===== src/rtl/core/tmsd_pkg.sv =====
package tmsd_pkg;

    // configuration register indexes
    localparam logic CFG_SENSITIVITY = 1'b0;
    localparam logic CFG_PARKING     = 1'b1;

    // sensitivity codes
    localparam logic [1:0] SENS_OFF    = 2'd0;
    localparam logic [1:0] SENS_LOW    = 2'd1;
    localparam logic [1:0] SENS_MEDIUM = 2'd2;
    localparam logic [1:0] SENS_HIGH   = 2'd3;

    // operation codes
    localparam logic OP_CRASH   = 1'b0;
    localparam logic OP_PARKING = 1'b1;

    // crash thresholds per sensitivity
    localparam logic [9:0] THR_LOW    = 10'h095;
    localparam logic [9:0] THR_MEDIUM = 10'h085;
    localparam logic [9:0] THR_HIGH   = 10'h065;

    localparam logic [9:0] PARK_THR_RESET = 10'h020;

    // front to back queue
    localparam int QDEPTH = 2;
    localparam int QPTR_W = (QDEPTH > 1) ? $clog2(QDEPTH) : 1;
    localparam int QCNT_W = $clog2(QDEPTH + 1);

    // one classified sample waiting for the back end
    typedef struct packed {
        logic              checked;
        logic              need_two;
        logic [9:0]        thr;
        logic signed [9:0] x;
        logic signed [9:0] y;
        logic signed [9:0] z;
    } t_job;

    // queue status seen by front and back
    typedef struct packed {
        logic full;
        logic empty;
    } t_qstat;

endpackage


===== src/rtl/core/tmsd_front.sv =====
module tmsd_front (
    input  logic                i_clk,
    input  logic                i_rst_n,
    input  logic                i_cfg_valid,
    input  logic                i_cfg_index,
    input  logic [9:0]          i_cfg_data,
    input  logic                i_valid,
    input  logic                i_operation,
    input  logic [9:0]          i_x_raw,
    input  logic [9:0]          i_y_raw,
    input  logic [9:0]          i_z_raw,
    input  tmsd_pkg::t_qstat    i_qstat,
    output logic                o_stall,
    output logic                o_push,
    output tmsd_pkg::t_job      o_job
);

    logic [1:0] r_sens;
    logic [9:0] r_park_thr;

    // codes of 512 and up map to code - 1023, which is code + 1 modulo 1024
    function automatic logic signed [9:0] decode_axis(input logic [9:0] raw);
        logic [9:0] v;
        v = raw[9] ? (raw + 10'd1) : raw;
        return $signed(v);
    endfunction

    always_ff @(posedge i_clk) begin
        if (!i_rst_n) begin
            r_sens     <= tmsd_pkg::SENS_OFF;
            r_park_thr <= tmsd_pkg::PARK_THR_RESET;
        end else if (i_cfg_valid) begin
            case (i_cfg_index)
                tmsd_pkg::CFG_SENSITIVITY: r_sens     <= i_cfg_data[1:0];
                tmsd_pkg::CFG_PARKING:     r_park_thr <= i_cfg_data;
                default:                   r_sens     <= r_sens;
            endcase
        end
    end

    assign o_stall = i_qstat.full;
    assign o_push  = i_valid && !i_qstat.full;

    always_comb begin
        o_job.x        = decode_axis(i_x_raw);
        o_job.y        = decode_axis(i_y_raw);
        o_job.z        = decode_axis(i_z_raw);
        o_job.checked  = 1'b1;
        o_job.need_two = 1'b0;
        o_job.thr      = r_park_thr;
        if (i_operation == tmsd_pkg::OP_CRASH) begin
            o_job.need_two = 1'b1;
            case (r_sens)
                tmsd_pkg::SENS_LOW:    o_job.thr = tmsd_pkg::THR_LOW;
                tmsd_pkg::SENS_MEDIUM: o_job.thr = tmsd_pkg::THR_MEDIUM;
                tmsd_pkg::SENS_HIGH:   o_job.thr = tmsd_pkg::THR_HIGH;
                default: begin
                    o_job.thr     = '0;
                    o_job.checked = 1'b0;
                end
            endcase
        end
    end

endmodule


===== src/rtl/core/tmsd_queue.sv =====
module tmsd_queue (
    input  logic                i_clk,
    input  logic                i_rst_n,
    input  logic                i_push,
    input  tmsd_pkg::t_job      i_job,
    input  logic                i_pop,
    output tmsd_pkg::t_job      o_job,
    output tmsd_pkg::t_qstat    o_qstat
);

    tmsd_pkg::t_job                r_mem [tmsd_pkg::QDEPTH];
    logic [tmsd_pkg::QPTR_W-1:0]   r_wr_ptr;
    logic [tmsd_pkg::QPTR_W-1:0]   r_rd_ptr;
    logic [tmsd_pkg::QCNT_W-1:0]   r_count;
    logic [tmsd_pkg::QPTR_W-1:0]   n_wr_ptr;
    logic [tmsd_pkg::QPTR_W-1:0]   n_rd_ptr;

    localparam logic [tmsd_pkg::QPTR_W-1:0] LAST_PTR = tmsd_pkg::QPTR_W'(tmsd_pkg::QDEPTH - 1);

    assign n_wr_ptr = (r_wr_ptr == LAST_PTR) ? '0 : r_wr_ptr + 1'b1;
    assign n_rd_ptr = (r_rd_ptr == LAST_PTR) ? '0 : r_rd_ptr + 1'b1;

    always_ff @(posedge i_clk) begin
        if (i_push) begin
            r_mem[r_wr_ptr] <= i_job;
        end
    end

    always_ff @(posedge i_clk) begin
        if (!i_rst_n) begin
            r_wr_ptr <= '0;
            r_rd_ptr <= '0;
            r_count  <= '0;
        end else begin
            if (i_push) begin
                r_wr_ptr <= n_wr_ptr;
            end
            if (i_pop) begin
                r_rd_ptr <= n_rd_ptr;
            end
            if (i_push && !i_pop) begin
                r_count <= r_count + 1'b1;
            end else if (i_pop && !i_push) begin
                r_count <= r_count - 1'b1;
            end
        end
    end

    assign o_job         = r_mem[r_rd_ptr];
    assign o_qstat.full  = (r_count == tmsd_pkg::QCNT_W'(tmsd_pkg::QDEPTH));
    assign o_qstat.empty = (r_count == '0);

endmodule


===== src/rtl/core/tmsd_back.sv =====
module tmsd_back (
    input  logic                i_clk,
    input  logic                i_rst_n,
    input  tmsd_pkg::t_job      i_job,
    input  tmsd_pkg::t_qstat    i_qstat,
    input  logic                i_stall,
    output logic                o_pop,
    output logic                o_valid,
    output logic                o_triggered,
    output logic                o_checked,
    output logic [1:0]          o_axes_over,
    output logic signed [9:0]   o_x_value,
    output logic signed [9:0]   o_y_value,
    output logic signed [9:0]   o_z_value
);

    logic signed [9:0] r_prev_x;
    logic signed [9:0] r_prev_y;
    logic signed [9:0] r_prev_z;
    logic              r_valid;
    logic              r_triggered;
    logic              r_checked;
    logic [1:0]        r_axes_over;
    logic signed [9:0] r_x;
    logic signed [9:0] r_y;
    logic signed [9:0] r_z;

    logic              over_x;
    logic              over_y;
    logic              over_z;
    logic [1:0]        n_count;
    logic              n_trig;

    function automatic logic [9:0] abs_diff(input logic signed [9:0] a,
                                            input logic signed [9:0] b);
        logic signed [10:0] d;
        d = 11'(a) - 11'(b);
        return d[10] ? 10'(-d) : d[9:0];
    endfunction

    assign over_x  = abs_diff(i_job.x, r_prev_x) > i_job.thr;
    assign over_y  = abs_diff(i_job.y, r_prev_y) > i_job.thr;
    assign over_z  = abs_diff(i_job.z, r_prev_z) > i_job.thr;
    assign n_count = i_job.checked ? (2'(over_x) + 2'(over_y) + 2'(over_z)) : 2'd0;
    assign n_trig  = i_job.need_two ? (n_count >= 2'd2) : (n_count != 2'd0);

    assign o_pop = !i_qstat.empty && (!r_valid || !i_stall);

    always_ff @(posedge i_clk) begin
        if (!i_rst_n) begin
            r_valid  <= 1'b0;
            r_prev_x <= '0;
            r_prev_y <= '0;
            r_prev_z <= '0;
        end else begin
            if (o_pop) begin
                r_valid <= 1'b1;
            end else if (!i_stall) begin
                r_valid <= 1'b0;
            end
            if (o_pop && i_job.checked) begin
                r_prev_x <= i_job.x;
                r_prev_y <= i_job.y;
                r_prev_z <= i_job.z;
            end
        end
    end

    always_ff @(posedge i_clk) begin
        if (o_pop) begin
            r_triggered <= n_trig;
            r_checked   <= i_job.checked;
            r_axes_over <= n_count;
            r_x         <= i_job.x;
            r_y         <= i_job.y;
            r_z         <= i_job.z;
        end
    end

    assign o_valid     = r_valid;
    assign o_triggered = r_triggered;
    assign o_checked   = r_checked;
    assign o_axes_over = r_axes_over;
    assign o_x_value   = r_x;
    assign o_y_value   = r_y;
    assign o_z_value   = r_z;

endmodule


===== src/rtl/core/triaxial_motion_shock_detector_core.sv =====
// three-axis motion and shock detector: each sample transaction carries a crash or parking
// check and three raw 10-bit axis codes; the block decodes them to signed values, compares
// each axis change against the previous checked sample and reports how many axes moved too
// far and whether that triggers (two axes in crash mode, one in parking mode). one sample
// is taken per cycle while o_stall is low; an accepted sample is written into the front-end
// queue and moves into the back-end output register when that register is empty or its
// result is being taken. while a result is stalled, the two-entry queue between front and
// back takes up to two more samples before the input stalls; the input resumes the cycle
// after the stalled result is taken.
// configuration writes are always ready and should be made only while the block is idle.
module triaxial_motion_shock_detector_core (
    input  logic                i_clk,
    input  logic                i_rst_n,
    // configuration write channel
    input  logic                i_cfg_valid,
    output logic                o_cfg_ready,
    input  logic                i_cfg_index,
    input  logic [9:0]          i_cfg_data,
    // sample input channel
    input  logic                i_valid,
    output logic                o_stall,
    input  logic                i_operation,
    input  logic [9:0]          i_x_raw,
    input  logic [9:0]          i_y_raw,
    input  logic [9:0]          i_z_raw,
    // result output channel
    output logic                o_valid,
    input  logic                i_stall,
    output logic                o_triggered,
    output logic                o_checked,
    output logic [1:0]          o_axes_over,
    output logic signed [9:0]   o_x_value,
    output logic signed [9:0]   o_y_value,
    output logic signed [9:0]   o_z_value
);

    tmsd_pkg::t_job   front_job;
    tmsd_pkg::t_job   head_job;
    tmsd_pkg::t_qstat qstat;
    logic             push;
    logic             pop;

    // config registers take every write in the cycle it is offered
    assign o_cfg_ready = 1'b1;

    // front: decode axes, pick threshold and trigger rule
    tmsd_front u_front (
        .i_clk       (i_clk),
        .i_rst_n     (i_rst_n),
        .i_cfg_valid (i_cfg_valid),
        .i_cfg_index (i_cfg_index),
        .i_cfg_data  (i_cfg_data),
        .i_valid     (i_valid),
        .i_operation (i_operation),
        .i_x_raw     (i_x_raw),
        .i_y_raw     (i_y_raw),
        .i_z_raw     (i_z_raw),
        .i_qstat     (qstat),
        .o_stall     (o_stall),
        .o_push      (push),
        .o_job       (front_job)
    );

    // short queue decoupling front acceptance from back-end stalls
    tmsd_queue u_queue (
        .i_clk   (i_clk),
        .i_rst_n (i_rst_n),
        .i_push  (push),
        .i_job   (front_job),
        .i_pop   (pop),
        .o_job   (head_job),
        .o_qstat (qstat)
    );

    // back: compare with stored sample, update it, register the result
    tmsd_back u_back (
        .i_clk       (i_clk),
        .i_rst_n     (i_rst_n),
        .i_job       (head_job),
        .i_qstat     (qstat),
        .i_stall     (i_stall),
        .o_pop       (pop),
        .o_valid     (o_valid),
        .o_triggered (o_triggered),
        .o_checked   (o_checked),
        .o_axes_over (o_axes_over),
        .o_x_value   (o_x_value),
        .o_y_value   (o_y_value),
        .o_z_value   (o_z_value)
    );

endmodule


===== config.mk =====
export PLATFORM = sky130hd
export DESIGN_NAME = triaxial_motion_shock_detector_core
export DESIGN_NICKNAME = d
export VERILOG_FILES = /design/src/rtl/core/tmsd_pkg.sv /design/src/rtl/core/tmsd_front.sv /design/src/rtl/core/tmsd_queue.sv /design/src/rtl/core/tmsd_back.sv /design/src/rtl/core/triaxial_motion_shock_detector_core.sv
export SDC_FILE = /design/constraint.sdc
export NUM_CORES = 1
export LEC_CHECK = 0
export BUFFER_PORTS_ARGS = -buffer_cell sky130_fd_sc_hd__buf_2
export CORE_ASPECT_RATIO = 1.75
export CORE_MARGIN = 3
export CORE_UTILIZATION = 50
export CTS_CLUSTER_DIAMETER = 40
export DETAILED_ROUTE_END_ITERATION = 16
export GPL_TIMING_DRIVEN = 0
export PLACE_DENSITY = 0.73
export SETUP_SLACK_MARGIN = 0.3
export SLEW_MARGIN = 20
export SYNTH_ARGS = -nofsm -noshare
export SYNTH_HDL_FRONTEND = slang
export SYNTH_SLANG_ARGS = --single-unit

===== constraint.sdc =====
create_clock -name i_clk -period 7.6 [get_ports i_clk]
set_input_delay 1.52 -clock i_clk [delete_from_list [all_inputs] [get_ports i_clk]]
set_output_delay 1.52 -clock i_clk [all_outputs]
set_load 0.05 [all_outputs]

==> flow_summary.rst <==
.. list-table::
   :header-rows: 1

   * - Metric
     - Value
   * - CTS Buffer Depth
     - 2
   * - Cell area after technology mapping
     - 9240 sq um
   * - Hold violation count in the final report
     - 0
   * - GRT Resource Usage Total
     - 0.217
   * - Number of rows in the core area
     - 65
   * - Inserted Diodes
     - 0
   * - Area Growth Syn to Fin
     - 15.3%
   * - Class of the worst hold path
     - reg2reg
   * - Wire length of the first global-routing pass
     - 33.2 mm
   * - Detailed Routing Iterations Pass 1
     - 4
   * - Critical path required time
     - 7900 ps
   * - Root buffer cell
     - sky130_fd_sc_hd__clkbuf_16
   * - Inserted Clock Buffers
     - 17
   * - Finished Core Util
     - 0.590
   * - RSZ-0062 raised after global routing
     - false
   * - Maximum number of pins on one net before global-route repair
     - 31
   * - Part of the cycle the worst path needs
     - 0.781
   * - Register bit total from synthesis
     - 166
   * - Achievable frequency
     - 168 MHz
   * - Starting density of the core
     - 0.512
   * - Sequential cell area fraction in the yosys report
     - 0.488
   * - Worst slew margin relative to its limit
     - 0.353
   * - Wirelength, routed
     - 20.7 mm
   * - List of cells traversed by the critical path
     - clkbuf_1, clkbuf_1, mux2i_1, ha_1, fa_1, and2b_1, o31a_1, o31a_1, o21ai_1, o21ai_1, nor2_1, xnor2_1, ha_1, a21oi_1, nor2b_1, o21ai_0, nand2_1, o31ai_1, fa_1, nor2_1, a21o_1
   * - Kind of end point of the critical path
     - flop
   * - H-tree depth reported by CTS
     - 4
   * - Number of I/O pins
     - 84
   * - Cells resized by post-CTS repair
     - 0
   * - Most frequent cells in the layout
     - sky130_fd_sc_hd__edfxtp_1, sky130_fd_sc_hd__buf_2, sky130_fd_sc_hd__ha_1, sky130_fd_sc_hd__nand2_1, sky130_fd_sc_hd__nor2_1
   * - DRC viols
     - 0
   * - Post-CTS Setup Inserts
     - 0
   * - Transition at the pin with the smallest max-transition slack
     - 971 ps
   * - Number of flops mapped to enable cells by yosys
     - 118
   * - Clock Sinks
     - 166
   * - DR vias
     - 6,622
   * - Global placement routability congestion
     - 0.852
   * - Number of instances in the synthesized netlist
     - 823
   * - Family with the most delay on the worst path
     - compound AO/OA/AOI/OAI gates
   * - CTS clk-pin slew, worst paths
     - 60 ps
   * - CTS tree
     - built
   * - Hold buffer count at CTS
     - 0
   * - Run status
     - finished clean
   * - Worst-path maximum fanout
     - 10
   * - Final Skew
     - 8.65 ps
   * - Placeable core region
     - 18,100 sq um
   * - Cell with the largest stage delay on the worst path
     - sky130_fd_sc_hd__clkbuf_1
   * - Number of global-route vias before repair
     - 6,809
   * - Total negative setup slack
     - 0 ps
   * - Initial antenna violation count
     - 0
   * - Die Wd
     - 109 microns
   * - Setup CP Type
     - reg2reg
   * - Clock Latency Late Sink
     - 430 ps
   * - Fraction of layout instances using a drive strength above 1
     - 0.184
   * - Net Count, Synth
     - 944
   * - Number of antenna-violating nets in the routed design
     - 0
   * - Setup crit start kind
     - flop
   * - Top flip-flop cell by instance count after synthesis
     - sky130_fd_sc_hd__edfxtp_1
   * - Max capacitance violation total
     - 0
   * - # setup viols final
     - 0
   * - Total number of nets in the final design
     - 1,045
   * - Arrival time of data at the critical path endpoint
     - 6240 ps
   * - Count of buffers inserted at the top-level ports
     - 79
   * - Pins over their slew limit
     - 0
   * - HPWL after detailed placement
     - 15.3 mm
   * - Synth unique cells
     - 71
   * - Maximum cell stage delay along the critical path
     - 780 ps
   * - Number of violations reported at the end of detailed-routing iteration 0
     - 227
   * - Yosys warning count
     - 0
   * - WL per Instance
     - 17.7 microns
   * - Average cell area after synthesis
     - 11.2 sq um
   * - Proportion of register bits with asynchronous set or reset after synthesis
     - 0
   * - Min Clock Period, post-route
     - 5930 ps
   * - Min-delay src
     - u_front.r_park_thr[9]
   * - Critical path buffers and inverters
     - 2
   * - Leading cell type in the layout, fill and taps excluded
     - sky130_fd_sc_hd__edfxtp_1
   * - Vias per inst
     - 5.65
   * - Vertical die dimension
     - 186 microns
   * - Final global-route overflow total
     - 0
   * - Die Area
     - 20,200 sq um
cells in the mapped netlist, types with 23 or more instances:
master                       n  area (sq um)
sky130_fd_sc_hd__inv_1      49           184
sky130_fd_sc_hd__ha_1       70           876
sky130_fd_sc_hd__nand2_1    63           236
sky130_fd_sc_hd__o21ai_0    36           180
sky130_fd_sc_hd__mux2_2     30           338
sky130_fd_sc_hd__clkbuf_1   23          86.3
sky130_fd_sc_hd__nor2_1     55           206
sky130_fd_sc_hd__xnor2_1    36           315
sky130_fd_sc_hd__o311a_1    25           250
sky130_fd_sc_hd__a21oi_1    23           115
sky130_fd_sc_hd__dfxtp_1    48           961
sky130_fd_sc_hd__xor2_1     26           228
sky130_fd_sc_hd__edfxtp_1  118          3540
metal layers:
layer | share of wire | GRT usage | routed length, microns | vias up
met4 | 0.035 | 0.102 | 720 | 0
li1 | - | - | - | 3233
met1 | 0.37 | 0.221 | 7730 | 3224
met3 | 0.027 | 0.0302 | 552 | 44
met2 | 0.57 | 0.422 | 11700 | 121
met5 | 0 | 0 | 0 | -
path summary, 6_finish.rpt:
path / end / cells after the start / slack (ps)
worst max-delay path: u_back.o_triggered / 21 / 1670
worst min register to register: u_front.r_park_thr[9] / 2 / 460
worst min-delay path: u_front.r_park_thr[9] / 2 / 460
worst max register to register: u_back.o_triggered / 21 / 1670
metrics by stage:
stage	setup WS, ps	cells	area (sq um)	hold WS (ps)
floorplan	2860	823	9240	439
global placement	1710	1136	9920	450
detailed placement	1690	1139	10000	457
CTS	1650	1171	10600	466
global route	1280	1171	10600	492
finish	1670	1171	10600	463
final cells by class:
cell class | instances | area [sq um]
plain buffers | 26 | 110
clock buffers | 19 | 433
clock inverters | 13 | 204
fillers | 1521 | 7410
inverters | 49 | 184
multi-input cells | 582 | 4450
flip-flops and latches | 166 | 4500
well taps | 234 | 293
repair buffers | 82 | 470
sequential cells by signal, summed over array words and instances, names as in the netlist, 10 cells and up, named ones only:
signal	cells
u_back.r_prev_x	10
u_queue.r_mem	84
u_back.o_x_value	10
u_back.o_z_value	10
u_back.r_prev_z	10
u_back.r_prev_y	10
u_back.o_y_value	10
u_front.r_park_thr	10
worst reg2reg max path, delay by kind of cell (launching register included):
| kind | cells | cell delay, ps |
|---|---|---|
| compound gates | 8 | 1740 |
| fa+ha+maj | 4 | 1470 |
| buf+inv | 2 | 1150 |
| simple gates | 5 | 710 |
| flops | 1 | 310 |
| mux | 1 | 280 |
| xor+xnor | 1 | 150 |
kinds of logic (layout without fill, tap and decap cells):
group | Yosys count | after routing | synth area share
simple gates | 221 | 221 | 0.120
compound gates | 176 | 176 | 0.141
flops | 166 | 166 | 0.488
buf+inv | 75 | 189 | 0.0318
fa+ha+maj | 74 | 74 | 0.104
xor+xnor | 63 | 63 | 0.0606
mux | 47 | 47 | 0.0550
other cells | 1 | 1 | 0.000406
Power is left out: the tool's default activity adds up to more than one toggle a clock period on the data nets, which glitch-free logic cannot reach.
